--- src/uitf_pkg.sv ---
// ----------------------------------------------------------------------------
// uitf_pkg
// types and constants shared by the uart idle-gap framer modules
// ----------------------------------------------------------------------------
package uitf_pkg;

  localparam int BYTE_W      = 8;
  localparam int TICK_W      = 8;
  localparam int OUT_SLOT_W  = 3;
  localparam int OUT_POS_W   = 5;
  // widest values over the whole parameter range
  localparam int SLOT_MAX_W  = 3;
  localparam int LEN_MAX_W   = 9;
  localparam int ADDR_MAX_W  = 11;

  localparam int CFG_ADDR_W  = 3;
  localparam int CFG_DATA_W  = 32;
  localparam int CFG_IDX_W   = CFG_ADDR_W - 2;

  localparam int CMD_Q_DEPTH = 2;
  localparam int CMD_Q_PTR_W = $clog2(CMD_Q_DEPTH);
  localparam int CMD_Q_CNT_W = $clog2(CMD_Q_DEPTH + 1);

  localparam logic [CFG_IDX_W-1:0] REG_IDLE_TIMEOUT = 1'd0;
  localparam logic [TICK_W-1:0]    IDLE_TIMEOUT_RESET = 8'd5;
  localparam logic [TICK_W-1:0]    TICK_COUNT_MAX = 8'hFF;

  localparam logic MODE_BYTE = 1'b0;
  localparam logic MODE_TICK = 1'b1;

  typedef struct packed {
    logic              mode;
    logic [BYTE_W-1:0] rx_byte;
  } uitf_in_t;

  typedef struct packed {
    logic [OUT_SLOT_W-1:0] frame_slot;
    logic [BYTE_W-1:0]     data_byte;
    logic [OUT_POS_W-1:0]  byte_position;
    logic [OUT_POS_W-1:0]  frame_length;
    logic                  last;
  } uitf_out_t;

  // frame readout request from front to back
  typedef struct packed {
    logic [SLOT_MAX_W-1:0] slot;
    logic [ADDR_MAX_W-1:0] base;
    logic [LEN_MAX_W-1:0]  len;
  } uitf_cmd_t;

  // slot released by the back once its last byte has been read
  typedef struct packed {
    logic                  valid;
    logic [SLOT_MAX_W-1:0] slot;
  } uitf_rel_t;

endpackage

--- src/uitf_ram.sv ---
// ----------------------------------------------------------------------------
// uitf_ram
// simple dual-port ram, one write and one registered read port
// ----------------------------------------------------------------------------
module uitf_ram #(
  parameter int WIDTH = 8,
  parameter int DEPTH = 57
) (
  input  logic                                   clk,
  input  logic                                   we,
  input  logic [((DEPTH > 1) ? $clog2(DEPTH) : 1)-1:0] waddr,
  input  logic [WIDTH-1:0]                       wdata,
  input  logic                                   re,
  input  logic [((DEPTH > 1) ? $clog2(DEPTH) : 1)-1:0] raddr,
  output logic [WIDTH-1:0]                       rdata
);

  logic [WIDTH-1:0] mem [DEPTH];

  // read data holds while re is low
  always_ff @(posedge clk) begin
    if (we) begin
      mem[waddr] <= wdata;
    end
    if (re) begin
      rdata <= mem[raddr];
    end
  end

endmodule

--- src/uitf_cmd_q.sv ---
// ----------------------------------------------------------------------------
// uitf_cmd_q
// short fifo of frame readout requests between front and back
// ----------------------------------------------------------------------------
module uitf_cmd_q
  import uitf_pkg::*;
(
  input  logic      clk,
  input  logic      rst_n,
  input  logic      push_valid,
  output logic      push_ready,
  input  uitf_cmd_t push_data,
  output logic      pop_valid,
  input  logic      pop_ready,
  output uitf_cmd_t pop_data
);

  uitf_cmd_t              entry_r [CMD_Q_DEPTH];
  logic [CMD_Q_PTR_W-1:0] wr_ptr_r, wr_ptr_nxt;
  logic [CMD_Q_PTR_W-1:0] rd_ptr_r, rd_ptr_nxt;
  logic [CMD_Q_CNT_W-1:0] count_r, count_nxt;
  logic                   push, pop;

  assign push_ready = (count_r != CMD_Q_CNT_W'(CMD_Q_DEPTH));
  assign pop_valid  = (count_r != '0);
  assign pop_data   = entry_r[rd_ptr_r];
  assign push       = push_valid && push_ready;
  assign pop        = pop_valid && pop_ready;

  always_comb begin
    wr_ptr_nxt = push ? wr_ptr_r + 1'b1 : wr_ptr_r;
    rd_ptr_nxt = pop ? rd_ptr_r + 1'b1 : rd_ptr_r;
    count_nxt  = count_r;
    if (push && !pop) begin
      count_nxt = count_r + 1'b1;
    end else if (pop && !push) begin
      count_nxt = count_r - 1'b1;
    end
  end

  always_ff @(posedge clk) begin
    if (!rst_n) begin
      wr_ptr_r <= '0;
      rd_ptr_r <= '0;
      count_r  <= '0;
    end else begin
      wr_ptr_r <= wr_ptr_nxt;
      rd_ptr_r <= rd_ptr_nxt;
      count_r  <= count_nxt;
    end
  end

  always_ff @(posedge clk) begin
    if (push) begin
      entry_r[wr_ptr_r] <= push_data;
    end
  end

endmodule

--- src/uitf_front.sv ---
// ----------------------------------------------------------------------------
// uitf_front
// takes bytes and ticks, stores bytes into the open slot, closes frames on
// idle timeout and queues them for readout
// ----------------------------------------------------------------------------
module uitf_front
  import uitf_pkg::*;
#(
  parameter int SLOT_COUNT      = 3,
  parameter int MAX_FRAME_BYTES = 19,
  localparam int DEPTH  = SLOT_COUNT * MAX_FRAME_BYTES,
  localparam int ADDR_W = (DEPTH > 1) ? $clog2(DEPTH) : 1
) (
  input  logic              clk,
  input  logic              rst_n,
  input  logic              in_valid,
  output logic              in_ready,
  input  uitf_in_t          in_data,
  input  logic [TICK_W-1:0] idle_timeout,
  output logic              ram_we,
  output logic [ADDR_W-1:0] ram_waddr,
  output logic [BYTE_W-1:0] ram_wdata,
  output logic              cmd_valid,
  input  logic              cmd_ready,
  output uitf_cmd_t         cmd,
  input  uitf_rel_t         rel
);

  localparam int SLOT_W = (SLOT_COUNT > 1) ? $clog2(SLOT_COUNT) : 1;
  localparam int LEN_W  = $clog2(MAX_FRAME_BYTES + 1);

  logic                  receiving_r, receiving_nxt;
  logic [LEN_W-1:0]      open_len_r, open_len_nxt;
  logic [SLOT_W-1:0]     slot_r, slot_nxt;
  logic [ADDR_W-1:0]     base_r, base_nxt;
  logic [TICK_W-1:0]     idle_r, idle_nxt;
  logic [SLOT_COUNT-1:0] busy_r, busy_nxt;

  logic              accept, is_byte, room, close;
  logic [LEN_W-1:0]  wr_pos;
  logic [TICK_W-1:0] idle_inc;

  assign is_byte  = (in_data.mode == MODE_BYTE);
  // a byte may not land in a slot whose previous frame is still being read
  assign in_ready = cmd_ready && !(is_byte && busy_r[slot_r]);
  assign accept   = in_valid && in_ready;

  assign wr_pos   = receiving_r ? open_len_r : '0;
  assign room     = !receiving_r || (open_len_r < LEN_W'(MAX_FRAME_BYTES));
  assign idle_inc = (idle_r == TICK_COUNT_MAX) ? idle_r : idle_r + 1'b1;
  assign close    = accept && !is_byte && receiving_r && (idle_inc >= idle_timeout);

  assign ram_we    = accept && is_byte && room;
  assign ram_waddr = base_r + ADDR_W'(wr_pos);
  assign ram_wdata = in_data.rx_byte;

  assign cmd_valid = close;
  assign cmd.slot  = SLOT_MAX_W'(slot_r);
  assign cmd.base  = ADDR_MAX_W'(base_r);
  assign cmd.len   = LEN_MAX_W'(open_len_r);

  always_comb begin
    receiving_nxt = receiving_r;
    open_len_nxt  = open_len_r;
    slot_nxt      = slot_r;
    base_nxt      = base_r;
    idle_nxt      = idle_r;
    busy_nxt      = busy_r;
    if (rel.valid) begin
      busy_nxt[rel.slot[SLOT_W-1:0]] = 1'b0;
    end
    if (accept && is_byte) begin
      receiving_nxt = 1'b1;
      idle_nxt      = '0;
      if (room) begin
        open_len_nxt = wr_pos + 1'b1;
      end
    end else if (accept && receiving_r) begin
      idle_nxt = idle_inc;
      if (close) begin
        receiving_nxt    = 1'b0;
        busy_nxt[slot_r] = 1'b1;
        if (slot_r == SLOT_W'(SLOT_COUNT - 1)) begin
          slot_nxt = '0;
          base_nxt = '0;
        end else begin
          slot_nxt = slot_r + 1'b1;
          base_nxt = base_r + ADDR_W'(MAX_FRAME_BYTES);
        end
      end
    end
  end

  always_ff @(posedge clk) begin
    if (!rst_n) begin
      receiving_r <= 1'b0;
      open_len_r  <= '0;
      slot_r      <= '0;
      base_r      <= '0;
      idle_r      <= '0;
      busy_r      <= '0;
    end else begin
      receiving_r <= receiving_nxt;
      open_len_r  <= open_len_nxt;
      slot_r      <= slot_nxt;
      base_r      <= base_nxt;
      idle_r      <= idle_nxt;
      busy_r      <= busy_nxt;
    end
  end

endmodule

--- src/uitf_back.sv ---
// ----------------------------------------------------------------------------
// uitf_back
// reads a closed frame out of the byte store, one word per cycle unless the
// output stalls, through a read stage and an output register
// ----------------------------------------------------------------------------
module uitf_back
  import uitf_pkg::*;
#(
  parameter int SLOT_COUNT      = 3,
  parameter int MAX_FRAME_BYTES = 19,
  localparam int DEPTH  = SLOT_COUNT * MAX_FRAME_BYTES,
  localparam int ADDR_W = (DEPTH > 1) ? $clog2(DEPTH) : 1
) (
  input  logic              clk,
  input  logic              rst_n,
  input  logic              cmd_valid,
  output logic              cmd_ready,
  input  uitf_cmd_t         cmd,
  output logic              ram_re,
  output logic [ADDR_W-1:0] ram_raddr,
  input  logic [BYTE_W-1:0] ram_rdata,
  output uitf_rel_t         rel,
  output logic              out_valid,
  input  logic              out_ready,
  output uitf_out_t         out_data
);

  localparam int LEN_W = $clog2(MAX_FRAME_BYTES + 1);

  typedef enum logic {
    ST_IDLE,
    ST_READ
  } state_t;

  state_t                state_r, state_nxt;
  logic [SLOT_MAX_W-1:0] slot_r, slot_nxt;
  logic [ADDR_W-1:0]     base_r, base_nxt;
  logic [LEN_W-1:0]      len_r, len_nxt;
  logic [LEN_W-1:0]      pos_r, pos_nxt;
  logic                  rd_valid_r, rd_valid_nxt;
  logic [LEN_W-1:0]      rd_pos_r, rd_pos_nxt;
  logic [LEN_W-1:0]      rd_len_r, rd_len_nxt;
  logic [SLOT_MAX_W-1:0] rd_slot_r, rd_slot_nxt;
  logic                  rd_last_r, rd_last_nxt;
  logic                  out_valid_r, out_valid_nxt;
  uitf_out_t             out_data_r, out_data_nxt;

  logic out_load, rd_free, issue, is_last;

  assign out_load  = rd_valid_r && (!out_valid_r || out_ready);
  assign rd_free   = !rd_valid_r || out_load;
  assign issue     = (state_r == ST_READ) && rd_free;
  assign is_last   = (pos_r == len_r - 1'b1);

  assign cmd_ready = (state_r == ST_IDLE);
  assign ram_re    = issue;
  assign ram_raddr = base_r + ADDR_W'(pos_r);
  assign rel.valid = issue && is_last;
  assign rel.slot  = slot_r;
  assign out_valid = out_valid_r;
  assign out_data  = out_data_r;

  always_comb begin
    state_nxt     = state_r;
    slot_nxt      = slot_r;
    base_nxt      = base_r;
    len_nxt       = len_r;
    pos_nxt       = pos_r;
    rd_valid_nxt  = rd_valid_r;
    rd_pos_nxt    = rd_pos_r;
    rd_len_nxt    = rd_len_r;
    rd_slot_nxt   = rd_slot_r;
    rd_last_nxt   = rd_last_r;
    out_valid_nxt = out_valid_r;
    out_data_nxt  = out_data_r;

    case (state_r)
      ST_IDLE: begin
        if (cmd_valid) begin
          state_nxt = ST_READ;
          slot_nxt  = cmd.slot;
          base_nxt  = cmd.base[ADDR_W-1:0];
          len_nxt   = cmd.len[LEN_W-1:0];
          pos_nxt   = '0;
        end
      end
      ST_READ: begin
        if (issue) begin
          pos_nxt = pos_r + 1'b1;
          if (is_last) begin
            state_nxt = ST_IDLE;
          end
        end
      end
      default: begin
        state_nxt = ST_IDLE;
      end
    endcase

    // read stage follows the ram's registered output
    if (issue) begin
      rd_valid_nxt = 1'b1;
      rd_pos_nxt   = pos_r;
      rd_len_nxt   = len_r;
      rd_slot_nxt  = slot_r;
      rd_last_nxt  = is_last;
    end else if (out_load) begin
      rd_valid_nxt = 1'b0;
    end

    if (out_load) begin
      out_valid_nxt              = 1'b1;
      out_data_nxt.frame_slot    = OUT_SLOT_W'(rd_slot_r);
      out_data_nxt.data_byte     = ram_rdata;
      out_data_nxt.byte_position = OUT_POS_W'(rd_pos_r);
      out_data_nxt.frame_length  = OUT_POS_W'(rd_len_r);
      out_data_nxt.last          = rd_last_r;
    end else if (out_ready) begin
      out_valid_nxt = 1'b0;
    end
  end

  always_ff @(posedge clk) begin
    if (!rst_n) begin
      state_r     <= ST_IDLE;
      rd_valid_r  <= 1'b0;
      out_valid_r <= 1'b0;
    end else begin
      state_r     <= state_nxt;
      rd_valid_r  <= rd_valid_nxt;
      out_valid_r <= out_valid_nxt;
    end
    slot_r     <= slot_nxt;
    base_r     <= base_nxt;
    len_r      <= len_nxt;
    pos_r      <= pos_nxt;
    rd_pos_r   <= rd_pos_nxt;
    rd_len_r   <= rd_len_nxt;
    rd_slot_r  <= rd_slot_nxt;
    rd_last_r  <= rd_last_nxt;
    out_data_r <= out_data_nxt;
  end

endmodule

--- src/uart_idle_timeout_framer.sv ---
// ----------------------------------------------------------------------------
// uart_idle_timeout_framer
// splits a received uart byte stream into frames at idle gaps
// ----------------------------------------------------------------------------
// in_ channel: one word per received byte (mode byte) or per timer tick
// (mode tick). bytes go into the open slot of a ring of SLOT_COUNT frame
// slots, up to MAX_FRAME_BYTES each; later bytes are dropped but still
// restart the idle count. once the idle count reaches the timeout register
// the frame closes and is queued for readout.
// out_ channel: one word per stored byte of a closed frame, with slot,
// position, length and a last flag on the final byte.
// throughput: the front takes one word per cycle. a closed frame passes through
// the request queue and the back, then drains one word per cycle through the
// byte store read port, the read stage and the output register.
// the front only waits when the request queue is full or a byte targets a
// slot that is still being read out.
// when out_ready is low the output register and read stage hold, readout
// pauses and the front keeps collecting bytes for the next slot.
// reset: synchronous, active low; idle, slot 0, timeout back to 5. the byte
// store needs no clearing.
// cfg_ port: register 0 at byte address 0 holds the idle timeout in ticks.
// ----------------------------------------------------------------------------
module uart_idle_timeout_framer
  import uitf_pkg::*;
#(
  parameter int SLOT_COUNT      = 3,
  parameter int MAX_FRAME_BYTES = 19
) (
  input  logic                  clk,
  input  logic                  rst_n,
  input  logic                  in_valid,
  output logic                  in_ready,
  input  uitf_in_t              in_data,
  output logic                  out_valid,
  input  logic                  out_ready,
  output uitf_out_t             out_data,
  input  logic                  cfg_psel,
  input  logic                  cfg_penable,
  input  logic                  cfg_pwrite,
  input  logic [CFG_ADDR_W-1:0] cfg_paddr,
  input  logic [CFG_DATA_W-1:0] cfg_pwdata,
  output logic [CFG_DATA_W-1:0] cfg_prdata,
  output logic                  cfg_pready
);

  localparam int DEPTH  = SLOT_COUNT * MAX_FRAME_BYTES;
  localparam int ADDR_W = (DEPTH > 1) ? $clog2(DEPTH) : 1;

  logic [TICK_W-1:0] timeout_r, timeout_nxt;
  logic              reg_hit, cfg_wr;

  logic              ram_we, ram_re;
  logic [ADDR_W-1:0] ram_waddr, ram_raddr;
  logic [BYTE_W-1:0] ram_wdata, ram_rdata;

  logic      fq_valid, fq_ready, qb_valid, qb_ready;
  uitf_cmd_t fq_cmd, qb_cmd;
  uitf_rel_t rel;

  // register file
  assign reg_hit    = (cfg_paddr[CFG_ADDR_W-1:2] == REG_IDLE_TIMEOUT);
  assign cfg_wr     = cfg_psel && cfg_penable && cfg_pwrite && cfg_pready;
  assign cfg_pready = 1'b1;
  assign cfg_prdata = reg_hit ? CFG_DATA_W'(timeout_r) : '0;
  assign timeout_nxt = (cfg_wr && reg_hit) ? cfg_pwdata[TICK_W-1:0] : timeout_r;

  always_ff @(posedge clk) begin
    if (!rst_n) begin
      timeout_r <= IDLE_TIMEOUT_RESET;
    end else begin
      timeout_r <= timeout_nxt;
    end
  end

  uitf_front #(
    .SLOT_COUNT      (SLOT_COUNT),
    .MAX_FRAME_BYTES (MAX_FRAME_BYTES)
  ) u_front (
    .clk          (clk),
    .rst_n        (rst_n),
    .in_valid     (in_valid),
    .in_ready     (in_ready),
    .in_data      (in_data),
    .idle_timeout (timeout_r),
    .ram_we       (ram_we),
    .ram_waddr    (ram_waddr),
    .ram_wdata    (ram_wdata),
    .cmd_valid    (fq_valid),
    .cmd_ready    (fq_ready),
    .cmd          (fq_cmd),
    .rel          (rel)
  );

  uitf_cmd_q u_cmd_q (
    .clk        (clk),
    .rst_n      (rst_n),
    .push_valid (fq_valid),
    .push_ready (fq_ready),
    .push_data  (fq_cmd),
    .pop_valid  (qb_valid),
    .pop_ready  (qb_ready),
    .pop_data   (qb_cmd)
  );

  uitf_ram #(
    .WIDTH (BYTE_W),
    .DEPTH (DEPTH)
  ) u_store (
    .clk   (clk),
    .we    (ram_we),
    .waddr (ram_waddr),
    .wdata (ram_wdata),
    .re    (ram_re),
    .raddr (ram_raddr),
    .rdata (ram_rdata)
  );

  uitf_back #(
    .SLOT_COUNT      (SLOT_COUNT),
    .MAX_FRAME_BYTES (MAX_FRAME_BYTES)
  ) u_back (
    .clk       (clk),
    .rst_n     (rst_n),
    .cmd_valid (qb_valid),
    .cmd_ready (qb_ready),
    .cmd       (qb_cmd),
    .ram_re    (ram_re),
    .ram_raddr (ram_raddr),
    .ram_rdata (ram_rdata),
    .rel       (rel),
    .out_valid (out_valid),
    .out_ready (out_ready),
    .out_data  (out_data)
  );

  // readout words stay inside their frame
  a_pos_in_frame: assert property (@(posedge clk) disable iff (!rst_n)
    out_valid |-> (out_data.byte_position < out_data.frame_length))
    else $error("byte position beyond frame length");

  a_last_flag: assert property (@(posedge clk) disable iff (!rst_n)
    out_valid |-> (out_data.last ==
      (out_data.byte_position + 5'd1 == out_data.frame_length)))
    else $error("last flag not on final byte");

  a_slot_range: assert property (@(posedge clk) disable iff (!rst_n)
    out_valid |-> (out_data.frame_slot < SLOT_COUNT))
    else $error("frame slot outside ring");

  // a release comes only while the queue head, if any, holds a non-empty request
  a_release_busy: assert property (@(posedge clk) disable iff (!rst_n)
    rel.valid |-> (qb_cmd.len != '0 || !qb_valid))
    else $error("slot released with empty request");

endmodule

--- config.mk ---
export PLATFORM = sky130hd
export DESIGN_NAME = uart_idle_timeout_framer
export DESIGN_NICKNAME = d
export VERILOG_FILES = /design/src/uitf_pkg.sv /design/src/uitf_ram.sv /design/src/uitf_cmd_q.sv /design/src/uitf_front.sv /design/src/uitf_back.sv /design/src/uart_idle_timeout_framer.sv
export SDC_FILE = /design/constraint.sdc
export NUM_CORES = 1
export LEC_CHECK = 0
export BUFFER_PORTS_ARGS = -buffer_cell sky130_fd_sc_hd__buf_2
export CAP_MARGIN = 40
export CORE_MARGIN = 3
export CORE_UTILIZATION = 45
export CTS_CLUSTER_SIZE = 24
export DETAILED_ROUTE_END_ITERATION = 10
export PLACE_DENSITY = 0.72
export SYNTH_ARGS = -nofsm -noshare
export SYNTH_HDL_FRONTEND = slang
export SYNTH_SLANG_ARGS = --single-unit
--- constraint.sdc ---
create_clock -name clk -period 5.5 [get_ports clk]
set_input_delay 1.65 -clock clk [delete_from_list [all_inputs] [get_ports clk]]
set_output_delay 1.65 -clock clk [all_outputs]
set_load 0.02 [all_outputs]
==> run summary <==
CP max stage cell -> o221ai_1
Period minus WS final -> 4140 ps
Leading area contributor after synthesis -> edfxtp_1
CORE AREA -> 51,800 µm²
Relative slew margins -> 39.0%
Worst path max stage delay -> 640 ps
Worst Path Required -> 5980 ps
First-pass GRT wire length -> 70.8 mm
Num CTS Buffers -> 54
CTS tree -> done
Kind of end point of the critical path -> flop
# hold bufs at CTS -> 0
Initial antenna violation count -> 0
Netlist cell types -> 76
CP Launch Type -> flop
Area grow syn2layout -> 12.8%
Total number of vias -> 11,800
H-tree depth -> 2
Total iterations of the first detailed-routing run -> 5
Post-CTS Setup Inserts -> 0
Reg2Reg Depth -> 14
Mapped cell area -> 23,800 µm²
Synth cell count leaders -> 542 x edfxtp_1, 112 x mux4_2, 83 x nor2_1
Antenna Cells -> 0
Crit path top cell by count -> ha_1
Async set or reset register ratio after synthesis -> 0%
Hold path cells -> 0
Main flop type after synthesis -> edfxtp_1
Crit path DAT -> 4620 ps
I/O Buffers -> 55
Post-DRT Antenna Nets -> 0
Pin count of the biggest net entering global routing -> 56
Placement Setup Slack -> 1200 ps
Status -> complete, no violations
Crit path buf inv count -> 1
Mean Syn Cell Area -> 18.2 µm²
Drt initial violations -> 1,063
Worst path cell trace -> ha_1, and3_1, nand3_1, or3_1, mux2_2, ha_1, a21o_1, a21oi_1, o221ai_1, nand2_1, inv_1, ha_1, or3_1, a21oi_1
Setup TNS -> 0 ps
Num Clock Sinks -> 582
Clk_lat worst skew -> 580 ps
Slew @ Worst Pin -> 912 ps
Max-cap violation count -> 0
Max clock buf depth -> 3
Mapped Cells -> 1,309
Max-slew violations -> 0
Post-DP HPWL -> 29.3 mm
Syn. warnings -> 0
Synth top area share -> 68.4%
Vias in the first global route -> 12,100
Full die area -> 55,700 µm²
EDFF count, synth -> 542
FP Rows -> 83
Final #Nets -> 1,478
R2R Setup Slk -> 1360 ps
Avg Vias per Cell -> 5.54
Cell family with most CP delay -> simple AND/OR/NAND/NOR gates
Final period util -> 75.2%
RSZ-0062 raised after global routing -> no
Fmax -> 242 MHz
Final wirelength -> 45.4 mm
Leakage -> 0.00898 µW
Gpl congestion -> 0.784
DR WL/cell -> 21.4 µm
Layout cells sized above 1 -> 23.1%
Final WS setup -> 1360 ps
Initial Utilization -> 45.9%
PostCTS Resize Cnt -> 0
CP Class -> reg2reg
Count leader, synth -> edfxtp_1
I/O pin count -> 108
CTS clk-pin slew, worst paths -> 60 ps
GRT Util Overall -> 16.3%
DIE HEIGHT -> 236 µm
PwrDens -> 607 nW/µm²
Critical Path Fanout Max -> 11
Die X -> 236 µm
Sequential share of the synthesized area -> 71.7%
GRT Residual Overflow -> 0
Yosys reg bits -> 582
Hold WC Path Type -> reg2reg
Clock Skew -> 20.8 ps
Root Driver -> clkbuf_16
Peak VDD IR -> 478 µV
Final hold viol count -> 0
Number of remaining DRC errors -> 0
Final setup vio count -> 0
Critical path depth -> 14
Synth top area cells -> edfxtp_1 68%, mux4_2 11%, dfxtp_1 3.4%
## metrics by stage
step	total power (µW)	utilization [%]	hold slack, ps	cells	cell area [µm²]
6_report	16300	51.8	418	2124	26900
5_1_grt	17000	51.8	425	2124	26900
4_1_cts	16500	51.8	419	2123	26900
3_5_place_dp	12600	48.3	405	2024	25000
3_3_place_gp	12400	47.7	402	2008	24700
2_1_floorplan	10700	-	400	1333	23900
## kinds of logic after synthesis
family                   share of synthesized area (%)
flip-flops                                        71.7
AND/OR/NAND/NOR                                   4.86
multiplexers                                      14.6
AO/OA/AOI/OAI                                     3.79
buffers and inverters                             2.53
adder cells (fa/ha/maj)                           1.43
XOR/XNOR                                         0.993
other                                           0.0315
## cells in the final DEF, fill, tap and decap left out, types with 6 or more instances in the layout
cell and count:
a21o_1 7, a21oi_1 41, a22oi_1 9, a2bb2oi_1 8, and2_1 11, buf_12 8
buf_2 55, buf_4 15, bufinv_16 8, clkbuf_1 7, clkbuf_16 57, clkinv_1 12
clkinv_2 8, clkinvlp_4 7, conb_1 26, dfxtp_1 40, edfxtp_1 542, ha_1 23
inv_1 31, mux2_2 17, mux2_4 6, mux2i_1 68, mux4_2 112, nand2_1 54
nand2b_1 7, nand3_1 30, nor2_1 83, nor2b_1 7, nor3_1 11, o21a_1 9
o21ai_0 12, xnor2_1 11, xor2_1 10
## layer usage
layer / track usage, % / part of all wire (%) / vias to the layer above
li1: - / - / 5340
met1: 21.5 / 41 / 6031
met2: 28.0 / 51 / 317
met3: 2.42 / 5.2 / 76
met4: 5.35 / 2.9 / 0
met5: 0 / 0 / -
## registers in the layout, indices dropped and copies added (netlist names), 2 cells and up
register	cells
timeout_r	8
u_back.base_r	6
u_back.len_r	5
u_back.out_data	21
u_back.pos_r	5
u_back.rd_len_r	5
u_back.rd_pos_r	5
u_back.rd_slot_r	2
u_back.slot_r	2
u_cmd_q.count_r	2
u_cmd_q.entry_r	26
u_front.base_r	6
u_front.busy_r	3
u_front.idle_r	8
u_front.open_len_r	5
u_front.slot_r	2
u_store.mem	456
u_store.rdata	8
## power by group
part / total [µW] / leakage, µW / switching, µW / internal, µW
sequential: 5280 / 0.00521 / 135 / 5150
clock: 3810 / 0.000879 / 1550 / 2260
combinational: 7210 / 0.00289 / 3830 / 3380
total: 16300 / 0.00898 / 5520 / 10800
## area by class of cell
cell class / count / area [µm²]
clock inverter: 35 / 385
clock buffer: 64 / 1450
multi-input combinational: 644 / 6250
fill: 4001 / 25000
tap: 680 / 851
sequential: 582 / 17100
inverter: 32 / 120
timing repair buffer: 87 / 726
## path summary, 6_finish.rpt
| path | from | to |
|---|---|---|
| max | u_front.idle_r[0]$_SDFFE_PP0P_ | u_cmd_q.count_r[1]$_SDFFE_PN0P_ |
| max reg2reg | u_front.idle_r[0]$_SDFFE_PP0P_ | u_cmd_q.count_r[1]$_SDFFE_PN0P_ |
| min | u_store.rdata[6]$_DFFE_PP_ | u_back.out_data[17]$_DFFE_PP_ |
| min reg2reg | u_store.rdata[6]$_DFFE_PP_ | u_back.out_data[17]$_DFFE_PP_ |
Note: power is estimated with default switching activity, not from simulation.
